**src/aram_pkg.sv**
```systemverilog
// ----------------------------------------------------------------------------
// aram_pkg
// Constants and acknowledgement string tables for the AT response matcher.
// ----------------------------------------------------------------------------
`default_nettype none

package aram_pkg;

  localparam int BUFFER_BYTES_DEF = 1024;
  localparam int NUM_ACKS         = 4;
  localparam int BYTE_W           = 8;
  localparam int CODE_W           = 2;
  localparam int LEN_W            = 10;
  localparam int POS_W            = 4;

  localparam logic [BYTE_W-1:0] NEWLINE = 8'h0A;
  localparam logic [POS_W-1:0]  POS_MAX = 4'd15;

  localparam logic [CODE_W-1:0] ACK_OK    = 2'd0;
  localparam logic [CODE_W-1:0] ACK_ERROR = 2'd1;
  localparam logic [CODE_W-1:0] ACK_BUSY  = 2'd2;
  localparam logic [CODE_W-1:0] ACK_READY = 2'd3;

  typedef logic [NUM_ACKS-1:0] alive_t;

  // length of each acknowledgement line, newline included
  function automatic logic [POS_W-1:0] ack_len(input logic [CODE_W-1:0] code);
    logic [POS_W-1:0] len;
    case (code)
      ACK_OK:    len = 4'd4;
      ACK_ERROR: len = 4'd7;
      ACK_BUSY:  len = 4'd6;
      ACK_READY: len = 4'd7;
      default:   len = 4'd0;
    endcase
    return len;
  endfunction

  // expected character of an acknowledgement at a line position
  function automatic logic [BYTE_W-1:0] ack_char(input logic [CODE_W-1:0] code,
                                                 input logic [2:0] pos);
    logic [BYTE_W-1:0] ch;
    ch = 8'h00;
    case (code)
      ACK_OK: begin
        case (pos)
          3'd0:    ch = "O";
          3'd1:    ch = "K";
          3'd2:    ch = 8'h0D;
          3'd3:    ch = 8'h0A;
          default: ch = 8'h00;
        endcase
      end
      ACK_ERROR: begin
        case (pos)
          3'd0:    ch = "E";
          3'd1:    ch = "R";
          3'd2:    ch = "R";
          3'd3:    ch = "O";
          3'd4:    ch = "R";
          3'd5:    ch = 8'h0D;
          3'd6:    ch = 8'h0A;
          default: ch = 8'h00;
        endcase
      end
      ACK_BUSY: begin
        case (pos)
          3'd0:    ch = "b";
          3'd1:    ch = "u";
          3'd2:    ch = "s";
          3'd3:    ch = "y";
          3'd4:    ch = 8'h0D;
          3'd5:    ch = 8'h0A;
          default: ch = 8'h00;
        endcase
      end
      ACK_READY: begin
        case (pos)
          3'd0:    ch = "r";
          3'd1:    ch = "e";
          3'd2:    ch = "a";
          3'd3:    ch = "d";
          3'd4:    ch = "y";
          3'd5:    ch = 8'h0D;
          3'd6:    ch = 8'h0A;
          default: ch = 8'h00;
        endcase
      end
      default: ch = 8'h00;
    endcase
    return ch;
  endfunction

endpackage

`default_nettype wire

```
**src/at_response_ack_matcher.sv**
```systemverilog
// ----------------------------------------------------------------------------
// at_response_ack_matcher
// Counts received bytes of a modem response and reports an acknowledgement
// code with the byte count when a line equals OK, ERROR, busy or ready.
// ----------------------------------------------------------------------------
// channel  ports                                         direction
// in       in_valid, in_ready, in_rx_byte                beat in, one byte
// out      out_valid, out_ready, out_ack_code,
//          out_response_length                           beat out, one result
//
// One byte per cycle sustained, except while a stalled result holds stage one.
// Stage one holds the byte, stage two updates the line state and loads the
// result register. Reset clears count, line state and both valid flags.
// A stalled result holds stage one only for bytes that end a matched line.
// Once the count reaches BUFFER_BYTES-2, bytes are dropped until reset.
// ----------------------------------------------------------------------------
`default_nettype none

module at_response_ack_matcher #(
  parameter int BUFFER_BYTES = aram_pkg::BUFFER_BYTES_DEF
) (
  input  wire                          clk,
  input  wire                          rst_n,
  input  wire                          in_valid,
  output logic                         in_ready,
  input  wire  [aram_pkg::BYTE_W-1:0]  in_rx_byte,
  output logic                         out_valid,
  input  wire                          out_ready,
  output logic [aram_pkg::CODE_W-1:0]  out_ack_code,
  output logic [aram_pkg::LEN_W-1:0]   out_response_length
);

  localparam int CNT_W = $clog2(BUFFER_BYTES);
  localparam int EXT_W = (CNT_W > aram_pkg::LEN_W) ? CNT_W : aram_pkg::LEN_W;
  localparam logic [CNT_W-1:0] CNT_LIMIT = CNT_W'(BUFFER_BYTES - 2);

  logic                         s1_valid_r;
  logic [aram_pkg::BYTE_W-1:0]  s1_byte_r;
  logic [CNT_W-1:0]             byte_count_r, byte_count_nxt;
  logic [aram_pkg::POS_W-1:0]   line_pos_r, line_pos_nxt;
  aram_pkg::alive_t             alive_r, alive_nxt, alive_upd;
  logic                         out_valid_r;
  logic [aram_pkg::CODE_W-1:0]  out_code_r, code_nxt;
  logic [aram_pkg::LEN_W-1:0]   out_len_r;
  logic [CNT_W-1:0]             count_inc;
  logic [EXT_W-1:0]             count_ext;
  logic                         full;
  logic                         is_nl;
  logic                         hit;
  logic                         s1_fire;
  logic                         in_fire;

  assign full      = (byte_count_r >= CNT_LIMIT);
  assign count_inc = byte_count_r + CNT_W'(1);
  assign count_ext = EXT_W'(count_inc);
  assign is_nl     = (s1_byte_r == aram_pkg::NEWLINE);

  always_comb begin
    alive_upd = alive_r;
    hit       = 1'b0;
    code_nxt  = aram_pkg::ACK_OK;
    for (int k = 0; k < aram_pkg::NUM_ACKS; k++) begin
      if (!((line_pos_r < aram_pkg::ack_len(aram_pkg::CODE_W'(k))) &&
            (aram_pkg::ack_char(aram_pkg::CODE_W'(k), line_pos_r[2:0]) == s1_byte_r))) begin
        alive_upd[k] = 1'b0;
      end
    end
    for (int k = aram_pkg::NUM_ACKS - 1; k >= 0; k--) begin
      if (alive_upd[k] &&
          (line_pos_r + aram_pkg::POS_W'(1) == aram_pkg::ack_len(aram_pkg::CODE_W'(k)))) begin
        hit      = is_nl;
        code_nxt = aram_pkg::CODE_W'(k);
      end
    end
  end

  assign s1_fire  = s1_valid_r && (full || !hit || !out_valid_r || out_ready);
  assign in_ready = !s1_valid_r || s1_fire;
  assign in_fire  = in_valid && in_ready;

  always_comb begin
    byte_count_nxt = byte_count_r;
    line_pos_nxt   = line_pos_r;
    alive_nxt      = alive_r;
    if (s1_fire && !full) begin
      if (!is_nl) begin
        byte_count_nxt = count_inc;
        line_pos_nxt   = (line_pos_r < aram_pkg::POS_MAX) ?
                         line_pos_r + aram_pkg::POS_W'(1) : aram_pkg::POS_MAX;
        alive_nxt      = alive_upd;
      end else begin
        byte_count_nxt = hit ? '0 : count_inc;
        line_pos_nxt   = '0;
        alive_nxt      = '1;
      end
    end
  end

  always_ff @(posedge clk) begin
    if (!rst_n) begin
      s1_valid_r   <= 1'b0;
      out_valid_r  <= 1'b0;
      byte_count_r <= '0;
      line_pos_r   <= '0;
      alive_r      <= '1;
    end else begin
      if (in_fire) begin
        s1_valid_r <= 1'b1;
      end else if (s1_fire) begin
        s1_valid_r <= 1'b0;
      end
      if (s1_fire && !full && hit) begin
        out_valid_r <= 1'b1;
      end else if (out_ready) begin
        out_valid_r <= 1'b0;
      end
      byte_count_r <= byte_count_nxt;
      line_pos_r   <= line_pos_nxt;
      alive_r      <= alive_nxt;
    end
  end

  always_ff @(posedge clk) begin
    if (in_fire) begin
      s1_byte_r <= in_rx_byte;
    end
    if (s1_fire && !full && hit) begin
      out_code_r <= code_nxt;
      out_len_r  <= count_ext[aram_pkg::LEN_W-1:0];
    end
  end

  assign out_valid           = out_valid_r;
  assign out_ack_code        = out_code_r;
  assign out_response_length = out_len_r;

  a_count_limit: assert property (@(posedge clk) disable iff (!rst_n)
    byte_count_r <= CNT_LIMIT)
    else $error("byte count beyond buffer limit");

  a_clear_on_ack: assert property (@(posedge clk) disable iff (!rst_n)
    (s1_fire && !full && hit) |=> (byte_count_r == '0) && out_valid_r)
    else $error("acknowledgement did not clear count or load result");

  a_line_start: assert property (@(posedge clk) disable iff (!rst_n)
    (line_pos_r == '0) |-> (alive_r == '1))
    else $error("pattern flags not restored at line start");

  a_long_line: assert property (@(posedge clk) disable iff (!rst_n)
    (line_pos_r >= aram_pkg::POS_W'(8)) |-> (alive_r == '0))
    else $error("pattern alive on a line longer than any acknowledgement");

  a_no_overwrite: assert property (@(posedge clk) disable iff (!rst_n)
    (out_valid_r && !out_ready) |-> !(s1_fire && !full && hit))
    else $error("result register overwritten while stalled");

endmodule

`default_nettype wire

```
**config.mk**
```make
export PLATFORM = sky130hd
export DESIGN_NAME = at_response_ack_matcher
export DESIGN_NICKNAME = d
export VERILOG_FILES = /design/src/aram_pkg.sv /design/src/at_response_ack_matcher.sv
export SDC_FILE = /design/constraint.sdc
export NUM_CORES = 1
export LEC_CHECK = 0
export BUFFER_PORTS_ARGS = -buffer_cell sky130_fd_sc_hd__buf_2
export CORE_MARGIN = 2
export CORE_UTILIZATION = 50
export DETAILED_ROUTE_END_ITERATION = 8
export GPL_TIMING_DRIVEN = 0
export MAX_ROUTING_LAYER = met4
export PLACE_DENSITY_LB_ADDON = 0.3
export SYNTH_ARGS = -nofsm -noshare
export SYNTH_HDL_FRONTEND = slang
export SYNTH_SLANG_ARGS = --single-unit
```
**constraint.sdc**
```tcl
create_clock -name clk -period 7.3 [get_ports clk]
set_input_delay 1.095 -clock clk [delete_from_list [all_inputs] [get_ports clk]]
set_output_delay 1.095 -clock clk [all_outputs]
set_load 0.02 [all_outputs]
```
==> results of run 1 <==
worst max-delay path by stage:
| stage | to | slack, ns | cells past startpoint |
|---|---|---|---|
| 3_3_place_gp | in_ready | 3.05 | 12 |
| 4_1_cts | in_ready | 2.72 | 12 |
| 2_1_floorplan | in_ready | 3.73 | 11 |
| 3_5_place_dp | s1_byte_r[5]$_DFFE_PP_ | 2.98 | 10 |
| 6_report | in_ready | 2.65 | 12 |
| 5_1_grt | in_ready | 2.47 | 12 |
sequential cells by signal (all words and copies together) (netlist names):
signal,count
alive_r,4
line_pos_r,4
out_ack_code,2
s1_valid_r,1
byte_count_r,10
out_response_length,10
out_valid,1
s1_byte_r,8
cell families after synthesis:
logic type      Yosys count  synth area share
fa+ha+maj                 8            0.0362
flops                    40             0.362
buf+inv                  36            0.0612
xor+xnor                 15            0.0476
simple gates            110             0.224
compound gates           90             0.257
mux                       3            0.0113
power groups by stage:
| stage | clock, mW | sequential [mW] | combinational (mW) |
|---|---|---|---|
| final | 0.189 | 0.248 | 0.0846 |
| after global routing | 0.200 | 0.248 | 0.0926 |
| after CTS | 0.191 | 0.247 | 0.0829 |
| after detailed placement | 0 | 0.253 | 0.0825 |
| after global placement | 0 | 0.252 | 0.0819 |
| after floorplan | 0 | 0.250 | 0.0635 |
critical path, stage by stage (launching register included):
cell	delay, ns
dfxtp_1	0.34
buf_2	0.21
inv_1	0.20
ha_1	0.24
clkbuf_1	0.19
buf_2	0.23
nor4_1	0.47
nor2_1	0.12
nor4_1	0.55
a21oi_1	0.16
a21oi_1	0.26
nand3_1	0.11
buf_2	0.18
cell usage in the layout (no fill, tap or decap), types with 5 or more instances in the layout:
master,Yosys,final
nor2_1,23,23
o22ai_1,5,5
buf_2,9,34
and3_1,6,6
nand3_1,14,14
nor3_1,9,9
nand2_1,22,22
clkbuf_8,0,5
a21oi_1,15,15
inv_1,13,13
o21ai_0,9,9
nor2b_1,5,5
edfxtp_1,20,20
xor2_1,9,9
clkbuf_1,11,11
ha_1,8,8
o21a_1,10,10
nand4_1,5,5
xnor2_1,6,6
dfxtp_1,20,20
through the flow:
stage          cells  utilization  hold slack [ns]  setup slack (ns)  instance area, um2
2_1_floorplan    302            -            0.460              3.73                2760
3_3_place_gp     399        0.551            0.491              3.05                2980
3_5_place_dp     399        0.551            0.495              2.98                2980
4_1_cts          407        0.572            0.510              2.72                3090
5_1_grt          407        0.572            0.538              2.47                3090
6_report         407        0.572            0.505              2.65                3090
layout make-up:
| class | instances | area, um2 | area share |
|---|---|---|---|
| multi-input cells | 226 | 1590 | 0.515 |
| flip-flops and latches | 40 | 1000 | 0.324 |
| clock buffers | 5 | 68.8 | 0.0223 |
| inverters | 13 | 48.8 | 0.0158 |
| plain buffers | 23 | 120 | 0.0389 |
| clock inverters | 3 | 46.3 | 0.0150 |
| well taps | 72 | 90.1 | 0.0291 |
| repair buffers | 25 | 125 | 0.0405 |
layer usage:
layer	vias to the layer above	global-route usage
met5	-	-
met4	0	0.0719
met3	12	0.0448
met2	102	0.345
met1	1168	0.314
li1	1186	-
==> results.md, run 1 <==
* Hold crit path type: flip-flop to flip-flop
* Post-synth EDFFs at 20
* Met2 WL at 2930 um
* Final net count at 354
* FFs w/ async S/R, synth at 0
* Critical hold path startpoint: byte_count_r[9]$_SDFFE_PN0P_
* DRT Pass-1 Iters at 4
* Clock skew at 0.00887 ns
* CTS tree: done
* Largest net degree at the start of global routing at 15
* Cell Rows at 27
* H-Tree Depth at 2
* Via count at 2468
* WL final at 6650 um
* Min-Delay Endpoint: byte_count_r[9]$_SDFFE_PN0P_
* Cts hold-fix bufs at 0
* Vias in the first global route at 2205
* Setup TNS at 0 ns
* Total power per unit cell area at 169 nW/um2
* Clock share of power at 0.362
* Initial antenna violation count at 0
* R2R depth at 10
* CORE AREA at 5410 um2
* Pins Over Slew Limit at 0
* Sw power at 0.145 mW
* R2R Setup Slk at 2.99 ns
* Post-CTS Setup Bufs at 0
* Iteration-0 DRC Markers at 281
* Synth top area cells: edfxtp_1 22%, dfxtp_1 14%, ha_1 3.6%
* Sink Count at 40
* Met3 routed WL at 422 um
* Num ports at 26
* Yosys top cell area share at 0.217
* Post-Syn Instances at 302
* Critical Path End Type: primary output
* Tot GR Track Use at 0.229
* Final Hold Viols at 0
* Syn. warnings at 0
* Most frequent cells after synthesis: 23 x nor2_1, 22 x nand2_1, 20 x dfxtp_1, 20 x edfxtp_1, 15 x a21oi_1
* Cts repair resizes at 0
* Clock Path Buffers at 2
* Clock Tree Root: clkbuf_8
* Cell leakage power at 1.13 nW
* Final min period at 4.65 ns
* Avg Inst Size Synth at 9.14 um2
* Total power at 0.521 mW
* Area of the mapped netlist at 2760 um2
* Die width at 78.3 um
* Max Clk Rate at 215 MHz
* Final Cycle Share at 0.637
* First-pass GRT wire length at 10800 um
* IO Port Bufs at 25
* Worst IR Drop VDD at 0.124 mV
* Post-DP HPWL at 4840 um
* Distinct cell type count after synthesis at 71
* Remaining Overflow, GRT at 0
* Worst path required time at 6.20 ns
* Drt via density at 6.06
* Clock buffers created by TritonCTS at 5
* Crit path launch: line_pos_r[2]$_SDFFE_PN0P_
* Clk pin slew, worst setup/hold paths at 0.08 ns
* Die Y at 78.3 um
* Sequential fraction of the synthesis area at 0.362
* Type of the worst setup path: flip-flop to primary output
* Final ANT Viol Nets at 0
* Yosys reg bits at 40
* Final number of setup-violating endpoints at 0
* Unrepaired setup endpoints after global routing: no
* Syn Nets at 322
* Number of diodes at 0
* Combinational power share at 0.162
* Top-count cell post-synth: nor2_1
* Rel. slew slack at 0.255
* Critical path launch point type: flip-flop
* Crit path max fanout at 10
* Final GP Congestion at 0.925
* Routed len/inst at 16.3 um
* Outcome: completed
* Initial Util at 0.511
* Register share of total power at 0.475
* Area Growth Syn to Fin at 12.0%
* Internal Power at 0.376 mW
* Max Cap Viol at 0
* Hold Path Depth at 2
* Sw frac at 0.278
* Ratio of cells with drive above 1 in the final layout at 0.206
* Worst r2r src: line_pos_r[1]$_SDFFE_PN0P_
* Primary FF master, synth: edfxtp_1
* Fill cell count at 502
* Leading area contributor after synthesis: edfxtp_1
* Die area at 6130 um2
* Met1 WL at 3160 um
* Clock Latency Late Sink at 0.31 ns
* Critical Path AT at 3.55 ns
* DRC viols at 0
* Worst-margin pin slew at 1.11 ns
* RR Endpoint: s1_byte_r[5]$_DFFE_PP_
* Highest routed layer: met4
Note: power is estimated with default switching activity, not from simulation.
==> inputs of run 2 (changes only) <==
==> constraint.sdc (replaced) <==
create_clock -name clk -period 4.17 [get_ports clk]
set_input_delay 0.6255 -clock clk [delete_from_list [all_inputs] [get_ports clk]]
set_output_delay 0.6255 -clock clk [all_outputs]
set_load 0.02 [all_outputs]
==> run 2 against run 1 <==
Total power up 75%. Largest power group unchanged. First-iteration DRC count increased by 16%. Worst setup slack worse by 2.5 ns. Largest cell class unchanged. Critical path depth did not move. Sequential cell count unchanged. Via count is 0.12% higher.
==> results.md, run 2 (same netlist as run 1, synthesis figures left out) <==
* DRT Pass-1 Iters at 5
* Ratio of cells with drive above 1 in the final layout at 0.218
* Highest routed layer: met4
* Worst-margin pin slew at 0.867 ns
* Critical Path AT at 3.37 ns
* Met3 routed WL at 482 um
* Most common cell after layout, fill and taps aside: buf_2
* Final GP Congestion at 0.925
* Crit path max fanout at 10
* Drt via density at 6.07
* Final ANT Viol Nets at 0
* Max Clk Rate at 251 MHz
* Fin cells at 407
* Worst path required time at 3.54 ns
* Iteration-0 DRC Markers at 326
* Final number of setup-violating endpoints at 0
* Met1 WL at 3030 um
* WL final at 6620 um
* Met2 WL at 2980 um
* Clock Latency Late Sink at 0.30 ns
* Area Growth Syn to Fin at 12.8%
* Outcome: completed
* IO Port Bufs at 25
* Post-CTS Setup Bufs at 0
* Die width at 78.3 um
* Cell leakage power at 1.14 nW
* Critical path launch point type: flip-flop
* Final net count at 354
* Clk pin slew, worst setup/hold paths at 0.08 ns
* Initial Util at 0.511
* Tot GR Track Use at 0.229
* Sink Count at 40
* Cts hold-fix bufs at 0
* CTS tree: done
* Hold crit path type: primary input to flip-flop
* Initial antenna violation count at 0
* Unrepaired setup endpoints after global routing: no
* Max Cap Viol at 0
* Num ports at 26
* Most frequent cells in the layout: 34 x buf_2, 23 x nor2_1, 22 x nand2_1
* Clock Tree Root: clkbuf_8
* Final Hold Viols at 0
* Clock buffers created by TritonCTS at 5
* Rel. slew slack at 0.416
* Vias in the first global route at 2205
* Post-DP HPWL at 4840 um
* Die area at 6130 um2
* Total power per unit cell area at 294 nW/um2
* Clock Path Buffers at 2
* DRC viols at 0
* Worst IR Drop VDD at 0.218 mV
* Fill cell count at 502
* Worst setup margin at 0.179 ns
* Cell Rows at 27
* Final min period at 3.99 ns
* Placed insts at 399
* Via count at 2471
* Clock skew at 0.00938 ns
* Dpl ws at -0.151 ns
* Critical Path End Type: primary output
* Remaining Overflow, GRT at 0
* Largest net degree at the start of global routing at 15
* Final Cycle Share at 0.957
* Number of diodes at 0
* CORE AREA at 5410 um2
* Die Y at 78.3 um
* H-Tree Depth at 2
* Type of the worst setup path: flip-flop to primary output
* Pins Over Slew Limit at 0
* Routed len/inst at 16.3 um
* First-pass GRT wire length at 10800 um
-- run 2: cell types whose count changed in the layout (fill, tap and decap cells not counted) --
cell      previous run  this run
nor4_2               1         3
o311ai_1             1         0
o311ai_2             0         1
a21boi_2             0         1
nor4_1               2         0
a21boi_0             3         2
-- run 2: final timing paths --
kind                                              startpoint                           end  slack (ns)  cells after the start
worst min register to register  byte_count_r[9]$_SDFFE_PN0P_  byte_count_r[9]$_SDFFE_PN0P_        0.51                      2
worst min-delay path                           in_rx_byte[7]        s1_byte_r[7]$_DFFE_PP_        0.50                      1
worst max-delay path              line_pos_r[1]$_SDFFE_PN0P_                      in_ready        0.18                     12
worst max register to register    line_pos_r[1]$_SDFFE_PN0P_        s1_byte_r[5]$_DFFE_PP_        0.24                     10
-- run 2: power by group --
group	leakage (nW)	total, mW	switching, mW	internal [mW]
Combinational	0.731	0.151	0.0941	0.0566
Clock	0.0548	0.330	0.150	0.180
Sequential	0.350	0.434	0.0105	0.423
-- run 2: layer usage --
metal | vias up | global-route usage
li1 | 1188 | -
met4 | 0 | 0.0719
met3 | 13 | 0.0448
met5 | - | -
met2 | 112 | 0.345
met1 | 1158 | 0.314
-- run 2: area by class of cell --
type / count / area (um2) / area share
Tap cell: 72 / 90.1 / 0.0289
Multi-Input combinational cell: 226 / 1620 / 0.518
Timing Repair Buffer: 25 / 125 / 0.0402
Clock inverter: 3 / 46.3 / 0.0149
Buffer: 23 / 120 / 0.0386
Sequential cell: 40 / 1000 / 0.321
Clock buffer: 5 / 68.8 / 0.0221
Inverter: 13 / 48.8 / 0.0157
-- run 2: critical path, cell delays in order, from the launching register on --
cell,delay [ns]
dfxtp_1,0.49
ha_1,0.32
ha_1,0.17
clkbuf_1,0.29
buf_2,0.30
nor2_1,0.08
xor2_1,0.15
nand4_1,0.16
nor3_1,0.37
a22oi_1,0.15
a21oi_1,0.29
nand3_1,0.11
buf_2,0.18
-- run 2: per-stage QoR --
| stage | area (um2) | total power [mW] | TNS, ns | hold slack, ns | utilization |
|---|---|---|---|---|---|
| 3_3_place_gp | 2980 | 0.585 | -0.376 | 0.491 | 0.551 |
| 5_1_grt | 3120 | 0.949 | 0 | 0.489 | 0.576 |
| 2_1_floorplan | 2760 | 0.549 | 0 | 0.460 | - |
| 3_5_place_dp | 2980 | 0.587 | -1.21 | 0.495 | 0.551 |
| 6_report | 3120 | 0.914 | 0 | 0.497 | 0.576 |
| 4_1_cts | 3090 | 0.913 | 0 | 0.492 | 0.572 |
-- run 2: what timing repair did --
item	in CTS	in global routing
endpoints found under the hold margin	0	0
pin swaps	0	0
gates resized for setup	1	4
setup endpoints to repair	8	9
==> inputs of run 3 (changes only) <==
--- a/config.mk
+++ b/config.mk
@@ -5,11 +5,11 @@
 export SDC_FILE = /design/constraint.sdc
 export NUM_CORES = 1
 export LEC_CHECK = 0
+export ABC_AREA = 1
 export BUFFER_PORTS_ARGS = -buffer_cell sky130_fd_sc_hd__buf_2
 export CORE_MARGIN = 2
 export CORE_UTILIZATION = 50
 export DETAILED_ROUTE_END_ITERATION = 8
-export GPL_TIMING_DRIVEN = 0
 export MAX_ROUTING_LAYER = met4
 export PLACE_DENSITY_LB_ADDON = 0.3
 export SYNTH_ARGS = -nofsm -noshare
==> run 3 against run 2 <==
Area after synthesis fell by 11%. Clock power rose by 2%. Synthesized cell count rose by 8.6%. Routed wire length fell by 16%. Critical path depth rose by 4. Count of clock-buffer cells in the layout rose by 1. Register-to-register slack improved by 0.54 ns. Largest power group unchanged. Highest routed layer unchanged.
==> results.md, run 3 <==
* Outcome: completed
* Post-DP HPWL at 4080 um
* Largest net degree at the start of global routing at 21
* Final GP Congestion at 1.05
* Yosys top cell area share at 0.243
* WL final at 5550 um
* CTS tree: done
* Type of the worst setup path: flip-flop to primary output
* Min-Delay Endpoint: alive_r[2]$_SDFFE_PN1P_
* Total power per unit cell area at 333 nW/um2
* Initial antenna violation count at 0
* Primary FF master, synth: edfxtp_1
* Final Cycle Share at 0.919
* Synth Area in XOR/XNOR at 0.0426
* Max Cap Viol at 0
* Synth top area cells: edfxtp_1 24%, dfxtp_1 16%, nand2_1 12%
* RR Endpoint: out_ack_code[0]$_SDFFCE_PP0P_
* Sw frac at 0.272
* Cell Rows at 25
* Final number of setup-violating endpoints at 0
* Post-synthesis mux area share at 0
* Sw power at 0.250 mW
* Clock Tree Root: clkbuf_8
* Critical Path End Type: primary output
* Critical hold path startpoint: alive_r[2]$_SDFFE_PN1P_
* Max Clk Rate at 261 MHz
* Compound-cell area share of the yosys netlist at 0.0861
* Post-synth EDFFs at 20
* Area Growth Syn to Fin at 11.6%
* Critical Path AT at 3.21 ns
* DRC viols at 0
* Syn Nets at 348
* Die Y at 74.3 um
* Final net count at 373
* Crit path max fanout at 11
* Worst IR Drop VDD at 0.208 mV
* Setup TNS at 0 ns
* Slowest cell delay on critical path at 0.59 ns
* Hold crit path type: flip-flop to flip-flop
* Post-CTS Setup Bufs at 0
* Clk pin slew, worst setup/hold paths at 0.08 ns
* Remaining Overflow, GRT at 0
* Worst r2r src: line_pos_r[2]$_SDFFE_PN0P_
* Leading area contributor after synthesis: edfxtp_1
* Hold Path Depth at 2
* Num ports at 26
* Final ANT Viol Nets at 0
* Drt via density at 5.31
* Sink Count at 40
* R2R depth at 13
* Area of the mapped netlist at 2470 um2
* Most frequent cells after synthesis: 80 x nand2_1, 49 x nand3_1, 41 x inv_1
* Placed cell areas at 2630 um2
* Clock share of power at 0.365
* Most common cell after layout, fill and taps aside: nand2_1
* Iteration-0 DRC Markers at 201
* Cell leakage power at 1.30 nW
* Largest family of logic cells by synthesized area: simple AND/OR/NAND/NOR gates
* Post-synthesis adder-cell area fraction at 0.0405
* IO Port Bufs at 25
* Internal Power at 0.667 mW
* Number of diodes at 0
* Top-count cell post-synth: nand2_1
* Register share of total power at 0.480
* Yosys reg bits at 40
* Die width at 74.3 um
* Clock Latency Late Sink at 0.29 ns
* Initial Util at 0.519
* Via count at 2235
* Fin cells at 421
* Die area at 5520 um2
* Post-Syn Instances at 328
* Syn. warnings at 0
* Ratio of cells with drive above 1 in the final layout at 0.175
* Most frequent cells in the layout: 80 x nand2_1, 49 x nand3_1, 41 x inv_1
* DRT Pass-1 Iters at 7
* Clock skew at 0.00481 ns
* Vias in the first global route at 1986
* Avg Inst Size Synth at 7.53 um2
* Slowest stage cell, crit path: dfxtp_1
* Final min period at 3.83 ns
* FFs w/ async S/R, synth at 0
* Routed len/inst at 13.2 um
* Clock buffers created by TritonCTS at 5
* Cts hold-fix bufs at 0
* Critical path launch point type: flip-flop
* Placed insts at 413
* Final Hold Viols at 0
* Simple-Gate Fraction of Synth Area at 0.340
* Combinational power share at 0.155
* Sequential fraction of the synthesis area at 0.405
* Worst path required time at 3.54 ns
* Clock Path Buffers at 2
* Worst-margin pin slew at 0.854 ns
* Tot GR Track Use at 0.226
* Design area at 2760 um2
* Distinct cell type count after synthesis at 32
* H-Tree Depth at 2
* Pins Over Slew Limit at 0
* Total power at 0.917 mW
* Cell Chain, Critical Path: inv_2, ha_1, inv_1, nand2_1, nor2_1, nand3_1, nand2_1, nor2_1, nand3_1, nor2_2, nor2_2, nand3_2, nand2_1, inv_1, nand3_1, buf_2
* Rel. slew slack at 0.425
* CORE AREA at 4750 um2
* Cts repair resizes at 0
* First-pass GRT wire length at 9210 um
* R2R Setup Slk at 0.78 ns
* Unrepaired setup endpoints after global routing: no
-- run 3: how the worst max path moves through the flow --
stage                     slack (ns)                  startpoint  endpoint
after floorplan                 1.57  line_pos_r[0]$_SDFFE_PN0P_  in_ready
after global placement          0.87  line_pos_r[2]$_SDFFE_PN0P_  in_ready
after detailed placement        0.75  line_pos_r[2]$_SDFFE_PN0P_  in_ready
after CTS                       0.42  line_pos_r[2]$_SDFFE_PN0P_  in_ready
after global routing            0.08  line_pos_r[2]$_SDFFE_PN0P_  in_ready
final                           0.34  line_pos_r[2]$_SDFFE_PN0P_  in_ready
-- run 3: kinds of logic after synthesis --
group	count (synthesis)
AND/OR/NAND/NOR	183
buffers and inverters	51
flip-flops	40
AO/OA/AOI/OAI	34
XOR/XNOR	12
adder cells (fa/ha/maj)	8
-- run 3: final cells by class --
cell class	count	area [um2]
inverter	44	165
clock inverter	2	38.8
tap	67	83.8
multi-input combinational	237	1260
timing repair buffer	25	125
fill	437	2000
clock buffer	6	82.6
sequential	40	1000
-- run 3: worst max-delay path, delay by kind of cell (launching register included) --
family                     cells  cell delay [ns]
adders and majority gates      1             0.30
and+or+nand+nor               11             1.34
DFF                            1             0.59
buffers and inverters          4             0.68
-- run 3: per-layer routing --
metal / wire length, um / global-route usage / up-vias
met5: 0 / - / -
li1: - / - / 1121
met1: 2630 / 0.332 / 997
met3: 441 / 0.0488 / 9
met4: 75 / 0.0734 / 0
met2: 2400 / 0.310 / 108
-- run 3: power groups by stage --
stage	registers (mW)	logic (mW)	clock network (mW)
6_report	0.440	0.142	0.335
2_1_floorplan	0.443	0.110	0
5_1_grt	0.442	0.159	0.360
3_3_place_gp	0.449	0.136	0
3_5_place_dp	0.449	0.137	0
4_1_cts	0.440	0.139	0.341
-- run 3: per-stage QoR --
stage | util | setup slack, ns | hold slack [ns]
after floorplan | - | 1.57 | 0.429
after global placement | 0.554 | 0.873 | 0.451
after detailed placement | 0.554 | 0.752 | 0.466
after CTS | 0.579 | 0.420 | 0.484
after global routing | 0.579 | 0.0802 | 0.494
final | 0.579 | 0.336 | 0.482
